==> src/hdl/amrf_pkg.sv <==
// ----------------------------------------------------------------------------
// amrf_pkg
// Shared types, codes and constants for the attitude mount rotation block.
// ----------------------------------------------------------------------------
package amrf_pkg;

  // Q2.14 quaternion component and a packed quaternion (index 0 is w)
  typedef logic signed [15:0] amrf_comp_t;
  typedef amrf_comp_t [3:0] amrf_quat_t;

  localparam int unsigned CompW = 16;
  localparam int unsigned CfgIdxW = 3;
  localparam int unsigned CfgDataW = 16;
  localparam logic [15:0] MountWReset = 16'd16384;
  localparam logic [15:0] StaleLimitReset = 16'd250;
  localparam amrf_comp_t QOne = 16'sd16384;

  // Hamilton product: term j of component i is q[j] * m[i ^ j]; set bit (4*i + j) negates
  localparam logic [15:0] HamNegMask = 16'h428E;

  // Configuration register indexes
  typedef enum logic [2:0] {
    CFG_MOUNT_W = 3'd0,
    CFG_MOUNT_X = 3'd1,
    CFG_MOUNT_Y = 3'd2,
    CFG_MOUNT_Z = 3'd3,
    CFG_STALE   = 3'd4
  } amrf_cfg_idx_t;

  // Upstream record status
  typedef enum logic [2:0] {
    SRC_VALID   = 3'd0,
    SRC_FAULT   = 3'd1,
    SRC_UNAVAIL = 3'd2,
    SRC_NODATA  = 3'd3
  } amrf_src_t;

  // Result status and reason
  typedef enum logic [1:0] {
    ST_VALID   = 2'd0,
    ST_FAULT   = 2'd1,
    ST_UNAVAIL = 2'd2,
    ST_NODATA  = 2'd3
  } amrf_status_t;

  typedef enum logic [2:0] {
    RS_NONE     = 3'd0,
    RS_MISSING  = 3'd1,
    RS_CHANGED  = 3'd2,
    RS_BAD_QUAT = 3'd3,
    RS_UPSTREAM = 3'd4,
    RS_STALE    = 3'd5
  } amrf_reason_t;

  // Top level control
  typedef enum logic {
    T_IDLE,
    T_BUSY
  } amrf_top_state_t;

  // Rotation unit sequencer
  typedef enum logic [3:0] {
    R_IDLE,
    R_MUL,
    R_MUL_END,
    R_SCALE,
    R_SQ,
    R_SQ_END,
    R_SQRT,
    R_CHECK,
    R_DIV_LOAD,
    R_DIV,
    R_DONE
  } amrf_rot_state_t;

  // Handshake between the top level and the rotation unit
  typedef struct packed {
    logic start;
    logic done;
  } amrf_rot_ctl_t;

endpackage

==> src/hdl/amrf_if.sv <==
// ----------------------------------------------------------------------------
// amrf_in_if / amrf_out_if
// Request channels of the attitude mount rotation block.
// ----------------------------------------------------------------------------
interface amrf_in_if;
  logic               valid;
  logic               ready;
  logic [2:0]         source_status;
  logic               has_sample;
  logic               payload_ok;
  logic [31:0]        sample_sequence;
  logic [15:0]        sample_epoch;
  logic [15:0]        upstream_epoch;
  logic [15:0]        payload_epoch;
  logic signed [15:0] quat_w;
  logic signed [15:0] quat_x;
  logic signed [15:0] quat_y;
  logic signed [15:0] quat_z;
  logic [31:0]        now_ms;

  modport source (
    output valid, source_status, has_sample, payload_ok, sample_sequence, sample_epoch,
           upstream_epoch, payload_epoch, quat_w, quat_x, quat_y, quat_z, now_ms,
    input  ready
  );
  modport sink (
    input  valid, source_status, has_sample, payload_ok, sample_sequence, sample_epoch,
           upstream_epoch, payload_epoch, quat_w, quat_x, quat_y, quat_z, now_ms,
    output ready
  );
endinterface

interface amrf_out_if;
  logic               valid;
  logic               ready;
  logic [1:0]         status;
  logic [2:0]         reason;
  logic               published;
  logic signed [15:0] body_w;
  logic signed [15:0] body_x;
  logic signed [15:0] body_y;
  logic signed [15:0] body_z;
  logic [15:0]        body_epoch;
  logic [15:0]        pub_epoch;
  logic [31:0]        pub_sequence;

  modport source (
    output valid, status, reason, published, body_w, body_x, body_y, body_z,
           body_epoch, pub_epoch, pub_sequence,
    input  ready
  );
  modport sink (
    input  valid, status, reason, published, body_w, body_x, body_y, body_z,
           body_epoch, pub_epoch, pub_sequence,
    output ready
  );
endinterface

==> src/hdl/attitude_mount_rotate_freshness.sv <==
// ----------------------------------------------------------------------------
// attitude_mount_rotate_freshness
// Attitude poll tracking with mounting rotation and freshness status.
// ----------------------------------------------------------------------------
// Usage:
//   in_ch carries one poll request of the upstream attitude record; out_ch
//   returns one status request per poll. Both use valid/ready, a request
//   moves when both are high. cfg_we/cfg_index/cfg_data write the mounting
//   quaternion (indexes 0..3) and the stale limit (index 4); the user must
//   write them only while idle, which the block does not enforce. A poll
//   that does not publish is answered in the cycle after acceptance. A poll
//   with a new attitude sample runs the rotation unit: 16 multiplies and
//   4 squares on one shared multiplier, a 31-step square root and four
//   15-step divides. One poll is worked on at a time; in_ch.ready is low
//   meanwhile. The result sits in an output register until taken; a stalled
//   receiver holds it, and a new poll is accepted in the cycle it is taken.
//   Reset (rst, synchronous) restores the default mount, the 250 ms limit
//   and clears the sample tracking state.
// ----------------------------------------------------------------------------
module attitude_mount_rotate_freshness (
  input  logic                              clk,
  input  logic                              rst,
  amrf_in_if.sink                           in_ch,
  amrf_out_if.source                        out_ch,
  input  logic                              cfg_we,
  input  logic [amrf_pkg::CfgIdxW-1:0]      cfg_index,
  input  logic [amrf_pkg::CfgDataW-1:0]     cfg_data
);

  amrf_pkg::amrf_top_state_t state, state_next;
  amrf_pkg::amrf_rot_ctl_t   rot_in, rot_out;

  amrf_pkg::amrf_quat_t mount;
  logic [15:0]          stale_limit_ms;
  logic [31:0]          seen_sequence;
  logic [15:0]          seen_epoch;
  logic                 got_new;
  logic                 bad_attitude;
  logic [31:0]          new_time_ms;

  amrf_pkg::amrf_quat_t quat_in, body_q;
  logic                 out_valid;
  logic [1:0]           out_status;
  logic [2:0]           out_reason;
  logic                 out_pub;
  amrf_pkg::amrf_quat_t out_body;
  logic [15:0]          out_body_epoch, out_pub_epoch;
  logic [31:0]          out_sequence;
  logic [15:0]          hold_body_epoch, hold_pub_epoch;
  logic [31:0]          hold_sequence;

  logic                 accept;
  logic                 is_new, is_zero, go_rotate, take_sample;
  logic [31:0]          age;
  logic [1:0]           dec_status;
  logic [2:0]           dec_reason;

  assign accept  = in_ch.valid && in_ch.ready;
  assign quat_in = {in_ch.quat_z, in_ch.quat_y, in_ch.quat_x, in_ch.quat_w};

  // configuration writes
  always_ff @(posedge clk) begin
    if (rst) begin
      mount          <= {16'sd0, 16'sd0, 16'sd0, amrf_pkg::MountWReset};
      stale_limit_ms <= amrf_pkg::StaleLimitReset;
    end else if (cfg_we) begin
      unique case (cfg_index)
        amrf_pkg::CFG_MOUNT_W: mount[0] <= cfg_data;
        amrf_pkg::CFG_MOUNT_X: mount[1] <= cfg_data;
        amrf_pkg::CFG_MOUNT_Y: mount[2] <= cfg_data;
        amrf_pkg::CFG_MOUNT_Z: mount[3] <= cfg_data;
        amrf_pkg::CFG_STALE:   stale_limit_ms <= cfg_data;
        default: ;
      endcase
    end
  end

  // poll decision
  always_comb begin
    is_new      = in_ch.has_sample &&
                  ((in_ch.sample_sequence != seen_sequence) ||
                   (in_ch.sample_epoch != seen_epoch));
    is_zero     = (quat_in == '0);
    age         = in_ch.now_ms - new_time_ms;
    take_sample = 1'b0;
    go_rotate   = 1'b0;
    dec_status  = amrf_pkg::ST_VALID;
    dec_reason  = amrf_pkg::RS_NONE;
    if (in_ch.source_status[2]) begin
      dec_status = amrf_pkg::ST_FAULT;
      dec_reason = amrf_pkg::RS_MISSING;
    end else if (is_new) begin
      if (!in_ch.payload_ok) begin
        dec_status = amrf_pkg::ST_FAULT;
        dec_reason = amrf_pkg::RS_CHANGED;
      end else begin
        take_sample = 1'b1;
        if (is_zero) begin
          dec_status = amrf_pkg::ST_FAULT;
          dec_reason = amrf_pkg::RS_BAD_QUAT;
        end else begin
          go_rotate = 1'b1;
        end
      end
    end else if (in_ch.source_status == amrf_pkg::SRC_FAULT ||
                 in_ch.source_status == amrf_pkg::SRC_UNAVAIL) begin
      dec_status = in_ch.source_status[1:0];
      dec_reason = amrf_pkg::RS_UPSTREAM;
    end else if (!in_ch.has_sample) begin
      dec_status = amrf_pkg::ST_NODATA;
    end else if (bad_attitude) begin
      dec_status = amrf_pkg::ST_FAULT;
      dec_reason = amrf_pkg::RS_BAD_QUAT;
    end else if (stale_limit_ms != '0 && got_new && age > 32'(stale_limit_ms)) begin
      dec_status = amrf_pkg::ST_UNAVAIL;
      dec_reason = amrf_pkg::RS_STALE;
    end
  end

  // sample tracking state
  always_ff @(posedge clk) begin
    if (rst) begin
      seen_sequence <= '0;
      seen_epoch    <= '0;
      got_new       <= 1'b0;
      bad_attitude  <= 1'b0;
      new_time_ms   <= '0;
    end else if (accept && take_sample) begin
      seen_sequence <= in_ch.sample_sequence;
      seen_epoch    <= in_ch.sample_epoch;
      got_new       <= 1'b1;
      new_time_ms   <= in_ch.now_ms;
      bad_attitude  <= is_zero;
    end
  end

  // control state
  always_ff @(posedge clk) begin
    if (rst) begin
      state <= amrf_pkg::T_IDLE;
    end else begin
      state <= state_next;
    end
  end

  always_comb begin
    state_next   = state;
    rot_in.start = 1'b0;
    rot_in.done  = 1'b0;
    unique case (state)
      amrf_pkg::T_IDLE: begin
        if (accept && go_rotate) begin
          rot_in.start = 1'b1;
          state_next   = amrf_pkg::T_BUSY;
        end
      end
      amrf_pkg::T_BUSY: if (rot_out.done) state_next = amrf_pkg::T_IDLE;
      default: state_next = amrf_pkg::T_IDLE;
    endcase
  end

  assign in_ch.ready = (state == amrf_pkg::T_IDLE) && (!out_valid || out_ch.ready);

  amrf_rot u_rot (
    .clk     (clk),
    .rst     (rst),
    .ctl_in  (rot_in),
    .ctl_out (rot_out),
    .quat    (quat_in),
    .mount   (mount),
    .body    (body_q)
  );

  // epochs and sequence held while the rotation runs
  always_ff @(posedge clk) begin
    if (accept) begin
      hold_body_epoch <= in_ch.payload_epoch + in_ch.upstream_epoch;
      hold_pub_epoch  <= in_ch.sample_epoch + in_ch.upstream_epoch;
      hold_sequence   <= in_ch.sample_sequence;
    end
  end

  // output register
  always_ff @(posedge clk) begin
    if (rst) begin
      out_valid <= 1'b0;
    end else if (accept && !go_rotate) begin
      out_valid <= 1'b1;
    end else if (state == amrf_pkg::T_BUSY && rot_out.done) begin
      out_valid <= 1'b1;
    end else if (out_ch.ready) begin
      out_valid <= 1'b0;
    end

    if (accept && !go_rotate) begin
      out_status     <= dec_status;
      out_reason     <= dec_reason;
      out_pub        <= 1'b0;
      out_body       <= '0;
      out_body_epoch <= '0;
      out_pub_epoch  <= '0;
      out_sequence   <= '0;
    end else if (state == amrf_pkg::T_BUSY && rot_out.done) begin
      out_status     <= amrf_pkg::ST_VALID;
      out_reason     <= amrf_pkg::RS_NONE;
      out_pub        <= 1'b1;
      out_body       <= body_q;
      out_body_epoch <= hold_body_epoch;
      out_pub_epoch  <= hold_pub_epoch;
      out_sequence   <= hold_sequence;
    end
  end

  assign out_ch.valid        = out_valid;
  assign out_ch.status       = out_status;
  assign out_ch.reason       = out_reason;
  assign out_ch.published    = out_pub;
  assign out_ch.body_w       = out_body[0];
  assign out_ch.body_x       = out_body[1];
  assign out_ch.body_y       = out_body[2];
  assign out_ch.body_z       = out_body[3];
  assign out_ch.body_epoch   = out_body_epoch;
  assign out_ch.pub_epoch    = out_pub_epoch;
  assign out_ch.pub_sequence = out_sequence;

  // checks
  a_busy_blocks: assert property (@(posedge clk) disable iff (rst)
    state == amrf_pkg::T_BUSY |-> !in_ch.ready) else $error("poll taken while rotating");
  a_done_busy: assert property (@(posedge clk) disable iff (rst)
    rot_out.done |-> state == amrf_pkg::T_BUSY) else $error("rotation done while idle");
  a_slot_free: assert property (@(posedge clk) disable iff (rst)
    rot_out.done |-> !out_valid) else $error("rotation result would overwrite pending result");
  a_pub_valid: assert property (@(posedge clk) disable iff (rst)
    out_valid && out_pub |-> out_status == amrf_pkg::ST_VALID) else $error("published with fault");

endmodule

==> src/hdl/amrf_rot.sv <==
// ----------------------------------------------------------------------------
// amrf_rot
// Iterative Hamilton product and normalisation on one shared multiplier,
// a bit-serial square root and a bit-serial divider.
// ----------------------------------------------------------------------------
module amrf_rot (
  input  logic                clk,
  input  logic                rst,
  input  amrf_pkg::amrf_rot_ctl_t ctl_in,
  output amrf_pkg::amrf_rot_ctl_t ctl_out,
  input  amrf_pkg::amrf_quat_t quat,
  input  amrf_pkg::amrf_quat_t mount,
  output amrf_pkg::amrf_quat_t body
);

  amrf_pkg::amrf_rot_state_t st, st_next;

  logic [4:0]         cnt;
  amrf_pkg::amrf_quat_t qv, mv;
  logic signed [33:0] acc [4];
  logic [29:0]        mag [4];
  logic               neg [4];
  logic [61:0]        n2;
  logic [30:0]        root;
  logic [33:0]        srem;
  logic [31:0]        drem;
  logic [14:0]        nb;
  logic [14:0]        quo;
  logic [1:0]         ci;
  logic signed [61:0] prod;
  logic               prod_vld;
  logic               prod_sq;
  logic [3:0]         prod_tag;

  logic signed [30:0] mul_a, mul_b;
  logic [32:0]        amag [4];
  logic [32:0]        mag_or;
  logic [1:0]         sh;
  logic [33:0]        remt, trial;
  logic               sq_ge;
  logic [45:0]        numer;
  logic [32:0]        rem2, dv;
  logic               div_ge;
  logic [14:0]        qn;

  // state register
  always_ff @(posedge clk) begin
    if (rst) begin
      st <= amrf_pkg::R_IDLE;
    end else begin
      st <= st_next;
    end
  end

  // sequencer
  always_comb begin
    st_next = st;
    unique case (st)
      amrf_pkg::R_IDLE:     if (ctl_in.start) st_next = amrf_pkg::R_MUL;
      amrf_pkg::R_MUL:      if (cnt == 5'd15) st_next = amrf_pkg::R_MUL_END;
      amrf_pkg::R_MUL_END:  st_next = amrf_pkg::R_SCALE;
      amrf_pkg::R_SCALE:    st_next = amrf_pkg::R_SQ;
      amrf_pkg::R_SQ:       if (cnt == 5'd3) st_next = amrf_pkg::R_SQ_END;
      amrf_pkg::R_SQ_END:   st_next = amrf_pkg::R_SQRT;
      amrf_pkg::R_SQRT:     if (cnt == 5'd30) st_next = amrf_pkg::R_CHECK;
      amrf_pkg::R_CHECK:    st_next = (root == '0) ? amrf_pkg::R_DONE : amrf_pkg::R_DIV_LOAD;
      amrf_pkg::R_DIV_LOAD: st_next = amrf_pkg::R_DIV;
      amrf_pkg::R_DIV: begin
        if (cnt == 5'd14) st_next = (ci == 2'd3) ? amrf_pkg::R_DONE : amrf_pkg::R_DIV_LOAD;
      end
      amrf_pkg::R_DONE:     st_next = amrf_pkg::R_IDLE;
      default:              st_next = amrf_pkg::R_IDLE;
    endcase
  end

  assign ctl_out.start = 1'b0;
  assign ctl_out.done  = (st == amrf_pkg::R_DONE);

  // shared multiplier operands: product terms, then squares
  always_comb begin
    if (st == amrf_pkg::R_MUL) begin
      mul_a = 31'(qv[cnt[1:0]]);
      mul_b = 31'(mv[cnt[3:2] ^ cnt[1:0]]);
    end else begin
      mul_a = {1'b0, mag[cnt[1:0]]};
      mul_b = {1'b0, mag[cnt[1:0]]};
    end
  end

  // magnitudes and the scaling shift
  always_comb begin
    mag_or = '0;
    for (int i = 0; i < 4; i++) begin
      amag[i] = acc[i][33] ? 33'(-acc[i]) : acc[i][32:0];
      mag_or  = mag_or | amag[i];
    end
    if (mag_or[32])      sh = 2'd3;
    else if (mag_or[31]) sh = 2'd2;
    else if (mag_or[30]) sh = 2'd1;
    else                 sh = 2'd0;
  end

  // square root step, two radicand bits per cycle
  assign remt  = {srem[31:0], n2[61:60]};
  assign trial = {1'b0, root, 2'b01};
  assign sq_ge = (remt >= trial);

  // division step: (mag * 2^15 + n) / (2n), one quotient bit per cycle
  assign numer  = {1'b0, mag[ci], 15'd0} + 46'(root);
  assign rem2   = {drem, nb[14]};
  assign dv     = {1'b0, root, 1'b0};
  assign div_ge = (rem2 >= dv);
  assign qn     = {quo[13:0], div_ge};

  // product pipeline register
  always_ff @(posedge clk) begin
    if (rst) begin
      prod_vld <= 1'b0;
    end else begin
      prod_vld <= (st == amrf_pkg::R_MUL) || (st == amrf_pkg::R_SQ);
    end
    prod     <= mul_a * mul_b;
    prod_sq  <= (st == amrf_pkg::R_SQ);
    prod_tag <= cnt[3:0];
  end

  // datapath
  always_ff @(posedge clk) begin
    cnt <= (st_next != st) ? 5'd0 : cnt + 5'd1;

    // accumulate the registered product
    if (prod_vld) begin
      if (prod_sq) begin
        n2 <= n2 + prod;
      end else if (amrf_pkg::HamNegMask[prod_tag]) begin
        acc[prod_tag[3:2]] <= acc[prod_tag[3:2]] - prod[33:0];
      end else begin
        acc[prod_tag[3:2]] <= acc[prod_tag[3:2]] + prod[33:0];
      end
    end

    case (st)
      amrf_pkg::R_IDLE: begin
        if (ctl_in.start) begin
          qv <= quat;
          mv <= mount;
          for (int i = 0; i < 4; i++) acc[i] <= '0;
        end
      end
      amrf_pkg::R_SCALE: begin
        for (int i = 0; i < 4; i++) begin
          mag[i] <= 30'(amag[i] >> sh);
          neg[i] <= acc[i][33];
        end
        n2   <= '0;
        root <= '0;
        srem <= '0;
      end
      amrf_pkg::R_SQRT: begin
        n2 <= {n2[59:0], 2'b00};
        if (sq_ge) begin
          srem <= remt - trial;
          root <= {root[29:0], 1'b1};
        end else begin
          srem <= remt;
          root <= {root[29:0], 1'b0};
        end
      end
      amrf_pkg::R_CHECK: begin
        ci <= 2'd0;
        if (root == '0) body <= {16'sd0, 16'sd0, 16'sd0, amrf_pkg::QOne};
      end
      amrf_pkg::R_DIV_LOAD: begin
        drem <= {1'b0, numer[45:15]};
        nb   <= numer[14:0];
        quo  <= '0;
      end
      amrf_pkg::R_DIV: begin
        drem <= div_ge ? 32'(rem2 - dv) : rem2[31:0];
        nb   <= {nb[13:0], 1'b0};
        quo  <= qn;
        if (cnt == 5'd14) begin
          body[ci] <= neg[ci] ? 16'(-{1'b0, qn}) : {1'b0, qn};
          ci       <= ci + 2'd1;
        end
      end
      default: ;
    endcase
  end

  // checks
  a_start_idle: assert property (@(posedge clk) disable iff (rst)
    ctl_in.start |-> st == amrf_pkg::R_IDLE) else $error("start while rotation busy");
  a_done_idle: assert property (@(posedge clk) disable iff (rst)
    ctl_out.done |=> st == amrf_pkg::R_IDLE) else $error("rotation did not return to idle");
  a_sqrt_cnt: assert property (@(posedge clk) disable iff (rst)
    st == amrf_pkg::R_SQRT |-> cnt <= 5'd30) else $error("square root ran too long");
  a_div_cnt: assert property (@(posedge clk) disable iff (rst)
    st == amrf_pkg::R_DIV |-> cnt <= 5'd14) else $error("divider ran too long");

endmodule
==> src/flat_wrapper.sv <==
// flat-port wrapper written by rule: the top's interface ports become plain ports
module attitude_mount_rotate_freshness_flat 
  (clk, rst, cfg_we, cfg_index, cfg_data, in_ch_valid, in_ch_source_status, in_ch_has_sample, in_ch_payload_ok, in_ch_sample_sequence, in_ch_sample_epoch, in_ch_upstream_epoch, in_ch_payload_epoch, in_ch_quat_w, in_ch_quat_x, in_ch_quat_y, in_ch_quat_z, in_ch_now_ms, in_ch_ready, out_ch_valid, out_ch_status, out_ch_reason, out_ch_published, out_ch_body_w, out_ch_body_x, out_ch_body_y, out_ch_body_z, out_ch_body_epoch, out_ch_pub_epoch, out_ch_pub_sequence, out_ch_ready);
  amrf_in_if in_ch_i ();
  amrf_out_if out_ch_i ();
  input  logic clk;
  input  logic rst;
  input  logic cfg_we;
  input  logic [amrf_pkg::CfgIdxW-1:0] cfg_index;
  input  logic [amrf_pkg::CfgDataW-1:0] cfg_data;
  input wire logic [$bits(in_ch_i.valid)-1:0] in_ch_valid;
  input wire logic [$bits(in_ch_i.source_status)-1:0] in_ch_source_status;
  input wire logic [$bits(in_ch_i.has_sample)-1:0] in_ch_has_sample;
  input wire logic [$bits(in_ch_i.payload_ok)-1:0] in_ch_payload_ok;
  input wire logic [$bits(in_ch_i.sample_sequence)-1:0] in_ch_sample_sequence;
  input wire logic [$bits(in_ch_i.sample_epoch)-1:0] in_ch_sample_epoch;
  input wire logic [$bits(in_ch_i.upstream_epoch)-1:0] in_ch_upstream_epoch;
  input wire logic [$bits(in_ch_i.payload_epoch)-1:0] in_ch_payload_epoch;
  input wire logic [$bits(in_ch_i.quat_w)-1:0] in_ch_quat_w;
  input wire logic [$bits(in_ch_i.quat_x)-1:0] in_ch_quat_x;
  input wire logic [$bits(in_ch_i.quat_y)-1:0] in_ch_quat_y;
  input wire logic [$bits(in_ch_i.quat_z)-1:0] in_ch_quat_z;
  input wire logic [$bits(in_ch_i.now_ms)-1:0] in_ch_now_ms;
  output wire logic [$bits(in_ch_i.ready)-1:0] in_ch_ready;
  output wire logic [$bits(out_ch_i.valid)-1:0] out_ch_valid;
  output wire logic [$bits(out_ch_i.status)-1:0] out_ch_status;
  output wire logic [$bits(out_ch_i.reason)-1:0] out_ch_reason;
  output wire logic [$bits(out_ch_i.published)-1:0] out_ch_published;
  output wire logic [$bits(out_ch_i.body_w)-1:0] out_ch_body_w;
  output wire logic [$bits(out_ch_i.body_x)-1:0] out_ch_body_x;
  output wire logic [$bits(out_ch_i.body_y)-1:0] out_ch_body_y;
  output wire logic [$bits(out_ch_i.body_z)-1:0] out_ch_body_z;
  output wire logic [$bits(out_ch_i.body_epoch)-1:0] out_ch_body_epoch;
  output wire logic [$bits(out_ch_i.pub_epoch)-1:0] out_ch_pub_epoch;
  output wire logic [$bits(out_ch_i.pub_sequence)-1:0] out_ch_pub_sequence;
  input wire logic [$bits(out_ch_i.ready)-1:0] out_ch_ready;
  assign in_ch_i.valid = in_ch_valid;
  assign in_ch_i.source_status = in_ch_source_status;
  assign in_ch_i.has_sample = in_ch_has_sample;
  assign in_ch_i.payload_ok = in_ch_payload_ok;
  assign in_ch_i.sample_sequence = in_ch_sample_sequence;
  assign in_ch_i.sample_epoch = in_ch_sample_epoch;
  assign in_ch_i.upstream_epoch = in_ch_upstream_epoch;
  assign in_ch_i.payload_epoch = in_ch_payload_epoch;
  assign in_ch_i.quat_w = in_ch_quat_w;
  assign in_ch_i.quat_x = in_ch_quat_x;
  assign in_ch_i.quat_y = in_ch_quat_y;
  assign in_ch_i.quat_z = in_ch_quat_z;
  assign in_ch_i.now_ms = in_ch_now_ms;
  assign in_ch_ready = in_ch_i.ready;
  assign out_ch_valid = out_ch_i.valid;
  assign out_ch_status = out_ch_i.status;
  assign out_ch_reason = out_ch_i.reason;
  assign out_ch_published = out_ch_i.published;
  assign out_ch_body_w = out_ch_i.body_w;
  assign out_ch_body_x = out_ch_i.body_x;
  assign out_ch_body_y = out_ch_i.body_y;
  assign out_ch_body_z = out_ch_i.body_z;
  assign out_ch_body_epoch = out_ch_i.body_epoch;
  assign out_ch_pub_epoch = out_ch_i.pub_epoch;
  assign out_ch_pub_sequence = out_ch_i.pub_sequence;
  assign out_ch_i.ready = out_ch_ready;
  attitude_mount_rotate_freshness u_core (.clk(clk), .rst(rst), .in_ch(in_ch_i), .out_ch(out_ch_i), .cfg_we(cfg_we), .cfg_index(cfg_index), .cfg_data(cfg_data));
endmodule
==> config.mk <==
export PLATFORM = sky130hd
export DESIGN_NAME = attitude_mount_rotate_freshness_flat
export DESIGN_NICKNAME = d
export VERILOG_FILES = /design/src/hdl/amrf_pkg.sv /design/src/hdl/amrf_if.sv /design/src/hdl/attitude_mount_rotate_freshness.sv /design/src/hdl/amrf_rot.sv /design/src/flat_wrapper.sv
export SDC_FILE = /design/constraint.sdc
export NUM_CORES = 2
export LEC_CHECK = 0
export BUFFER_PORTS_ARGS = -buffer_cell sky130_fd_sc_hd__buf_4
export CAP_MARGIN = 15
export CORE_AREA = 2 2 419 421
export CTS_BUF_LIST = sky130_fd_sc_hd__clkbuf_4
export CTS_CLUSTER_SIZE = 30
export DETAILED_ROUTE_END_ITERATION = 16
export DIE_AREA = 0 0 421 423
export PLACE_DENSITY = 0.7
export SLEW_MARGIN = 0
export SYNTH_ARGS = -nofsm -noshare
export SYNTH_HDL_FRONTEND = slang
export SYNTH_SLANG_ARGS = --single-unit
==> constraint.sdc <==
create_clock -name clk -period 31 [get_ports clk]
set_input_delay 3.1 -clock clk [delete_from_list [all_inputs] [get_ports clk]]
set_output_delay 3.1 -clock clk [all_outputs]
set_load 0.02 [all_outputs]
==> summary.md <==
| Metric | Value |
|---|---|
| Status | complete, no violations |
| Ratio of cells with drive above 1 in the final layout | 11.6% |
| Final #Nets | 12395 |
| Count of cell types in the netlist | 88 |
| Final min period | 11.09 ns |
| Delay-heaviest family, CP | adder cells |
| Setup TNS | 0 ns |
| Setup crit end kind | register |
| Antenna Violating Nets Remaining | 0 |
| Pin count of the biggest net entering global routing | 144 |
| Die span in x | 421 µm |
| Synth Warn # | 0 |
| Detailed Place HPWL | 254 mm |
| Clock buffer depth | 4 |
| Startpoint Class | register |
| Mapped cell area | 0.0948 mm² |
| Clk slew on worst S/H paths | around 0.080 ns |
| Post-synthesis simple-gate area fraction | 15.7% |
| CTS Hold Buffers Added | 0 |
| Drt wl/cell | 24.9 µm |
| Adder-cell share of the synthesized area | 27.5% |
| Sequential cell area | 0.0274 mm² |
| Layout area overhead | 9.21% |
| Worst-Skew Late Latency | 1.41 ns |
| CTS root buf | clkbuf_4 |
| Xor/xnor share of the synthesized area | under 10% |
| CTS tree | built |
| Synth top area cells | fa_1 22%, edfxtp_1 18%, dfxtp_1 11%, nand2_1 6.9%, ha_1 5.9% |
| Post-synthesis sequential area ratio | 28.8% |
| Post-cts resize count | 0 |
| Via density | about 6.0 |
| MaxCap Viol Count | 0 |
| Core Region | 0.173 mm² |
| Clock Skew | ~0.23 ns |
| H-tree lvl count | 5 |
| Vias | between 70000 and 80000 |
| FMAX | 0.0902 GHz |
| DIE AREA | approximately 0.18 mm² |
| Worst slew margin | 15.2% |
| Total GRT Usage | 37.0% |
| Num rows | 153 |
| Filler Cells Inserted | approximately 15000 |
| Post-synthesis mux area share | 4.31% |
| Global-route wire length before repair | 495 mm |
| Worst-Margin Slew | about 1.3 ns |
| Bufs and invs on worst path | 9 |
| Cell count after synthesis | 10446 |
| Flops & latches, synth | approximately 1100 |
| Syn_area_per_cell | roughly 9.1 µm² |
| Clock sinks | between 1000 and 1500 |
| Multi-input gate area | 0.0607 mm² |
| CP Max Fanout | 34 |
| Postcts setup bufs | 0 |
| DR iter-0 viols | 8536 |
| Chip height | about 420 µm |
| Finish-stage setup viols | 0 |
| Worst path most repeated cell | fa_1 |
| Starting density of the core | 54.7% |
| Final period util | ~36% |
| Fin. Hold Viols | 0 |
| Synthesized Nets | ~12000 |
| DRT Pass-1 Iters | 8 |
| # port buffers | 340 |
| HP Class | register to register |
| Grt ovf | 0 |
| Placer Congestion | 1.10 |
| Slowest CP cell | inv_1 |
| Crit path largest cell delay | 0.73 ns |
| Final Slew Violations | 0 |
| Crit Path Category | register to register |
| EDFF count, synth | 573 |
| Asr flop ratio synth | 0% |
| Main flop type after synthesis | edfxtp_1 |
| CP Data Arrival Time | 12.32 ns |
| Fraction of the mapped netlist area in compound gates | 11.8% |
| DRC viols | 0 |
| Data required, critical path | 32.23 ns |
| Post-synthesis cell type with the largest combined area | fa_1 |
| Antenna violations before repair | 35 |
| Inserted Clock Buffers | approximately 310 |
| Number of global-route vias before repair | around 80000 |
| Routed WL | around 330 mm |
| Top cell type's share of synthesized area | 21.6% |
| Combinational family with the most area after synthesis | adder cells |
| Boundary pin count | 341 |
| RSZ-0062 raised after global routing | false |
[cells by family (layout without fill, tap and decap cells)]
family	count (synthesis)	in the layout
AO/OA/AOI/OAI	1838	1838
XOR/XNOR	485	485
adder cells (fa/ha/maj)	1473	1473
buffers and inverters	1822	2329
flip-flops	1080	1080
multiplexers	245	245
other	0	25
AND/OR/NAND/NOR	3503	3503
[metal layers]
layer / share of wire, % / vias to the layer above / GRT usage, %
met4: 6.8 / 22 / 22.6
li1: - / 35245 / -
met2: 44 / 4588 / 55.7
met1: 38 / 39069 / 46.8
met3: 12 / 1065 / 11.5
met5: 0.052 / - / 0
[cells in the final DEF (no fill, tap or decap), types with 18 or more instances in the layout]
master and n:
dfxtp_1 502, fa_1 1025, o31ai_1 67, o21ai_1 26
nor3_1 83, a21oi_1 767, nor2_1 1010, and2_1 35
o21ai_0 346, o21a_1 41, nor2b_1 57, buf_4 481
clkbuf_4 483, ha_1 447, or4_1 25, o41ai_1 24
xnor2_1 296, and3_1 59, nand2b_1 79, o21bai_1 41
xor2_1 187, edfxtp_1 573, or3_1 57, nand2_1 1736
nand4_1 53, or2_2 52, mux4_2 129, clkinv_1 47
mux2_2 18, nand3_1 116, a21o_1 127, o211ai_1 33
diode_2 25, mux2i_1 98, nor4_1 61, inv_1 1286
a31oi_1 45, a211oi_1 122
[area by class of cell]
class	instances	area share, %
multi-input combinational	7544	58.6
sequential	1080	26.4
inverter	1291	4.68
timing repair buffer	488	3.58
clock buffer	483	3.50
tap	2325	2.81
clock inverter	67	0.342
antenna	25	0.0604
[worst register-to-register path: cells and delay by family (launching register included)]
family	cells	cell delay, ns
XOR/XNOR	2	0.34
buffers and inverters	9	2.74
AND/OR/NAND/NOR	4	1.04
adder cells (fa/ha/maj)	9	4.44
AO/OA/AOI/OAI	8	1.83
flip-flops	1	0.31
multiplexers	1	0.32
[path summary, 6_finish.rpt]
path	start	cells after the start	end	slack, ns
min	u_core.u_rot.cnt[3]$_SDFF_PP0_	0	u_core.u_rot.prod_tag[3]$_DFF_P_	0.32
max	u_core.u_rot.cnt[1]$_SDFF_PP0_	33	u_core.u_rot.prod[54]$_DFF_P_	19.91
min reg2reg	u_core.u_rot.cnt[3]$_SDFF_PP0_	0	u_core.u_rot.prod_tag[3]$_DFF_P_	0.32
max reg2reg	u_core.u_rot.cnt[1]$_SDFF_PP0_	33	u_core.u_rot.prod[54]$_DFF_P_	19.91
[synthesized netlist by cell type, types with 12 or more instances]
cell type	instances
o31a_1	14
o21a_1	41
nor2_1	1016
mux2_2	18
and2_1	36
o21bai_1	41
nor4_1	61
or4_1	25
xnor2_1	298
fa_1	1025
ha_1	448
a31oi_1	45
mux4_2	129
a21boi_0	15
nor2b_1	61
or3_1	59
edfxtp_1	573
or2_2	52
buf_1	30
buf_6	12
dfxtp_1	507
o22ai_1	16
nor3_1	86
a211oi_1	122
nand4_1	53
o41ai_1	24
nand3b_1	13
o21ai_1	27
a21oi_1	778
mux2i_1	98
o21ai_0	346
a21o_1	127
nand2b_1	79
o211ai_1	33
buf_2	36
clkbuf_1	452
nor3b_1	12
and3_1	63
nand3_1	119
o31ai_1	67
nand2_1	1742
xor2_1	187
inv_1	1290
[through the flow]
stage / instance area [µm²] / cells / setup WS (ns) / hold slack (ns) / util (%)
floorplan: 94800 / 10446 / 21.05 / 0.329 / -
global placement: 99400 / 12721 / 20.03 / 0.412 / 57.4
detailed placement: 99400 / 12722 / 19.91 / 0.415 / 57.4
CTS: 103000 / 13272 / 19.93 / 0.352 / 59.7
global route: 104000 / 13295 / 19.62 / 0.346 / 59.8
finish: 104000 / 13303 / 19.91 / 0.320 / 59.8
[registers in the layout, summed over array words and instances (netlist names), 31 cells and up, named ones only]
signal / cells
u_core.u_rot.acc: 136
u_core.u_rot.mag: 120
u_core.mount: 64
u_core.u_rot.body: 64
u_core.u_rot.mv: 64
u_core.u_rot.qv: 64
u_core.u_rot.n2: 62
u_core.u_rot.prod: 62
u_core.hold_sequence: 32
u_core.new_time_ms: 32
u_core.out_ch.pub_sequence: 32
u_core.seen_sequence: 32
u_core.u_rot.drem: 32
u_core.u_rot.srem: 32
u_core.u_rot.root: 31
Power is not shown: default switching activity piles up to over one toggle a cycle in this logic, so the estimate is an artifact.
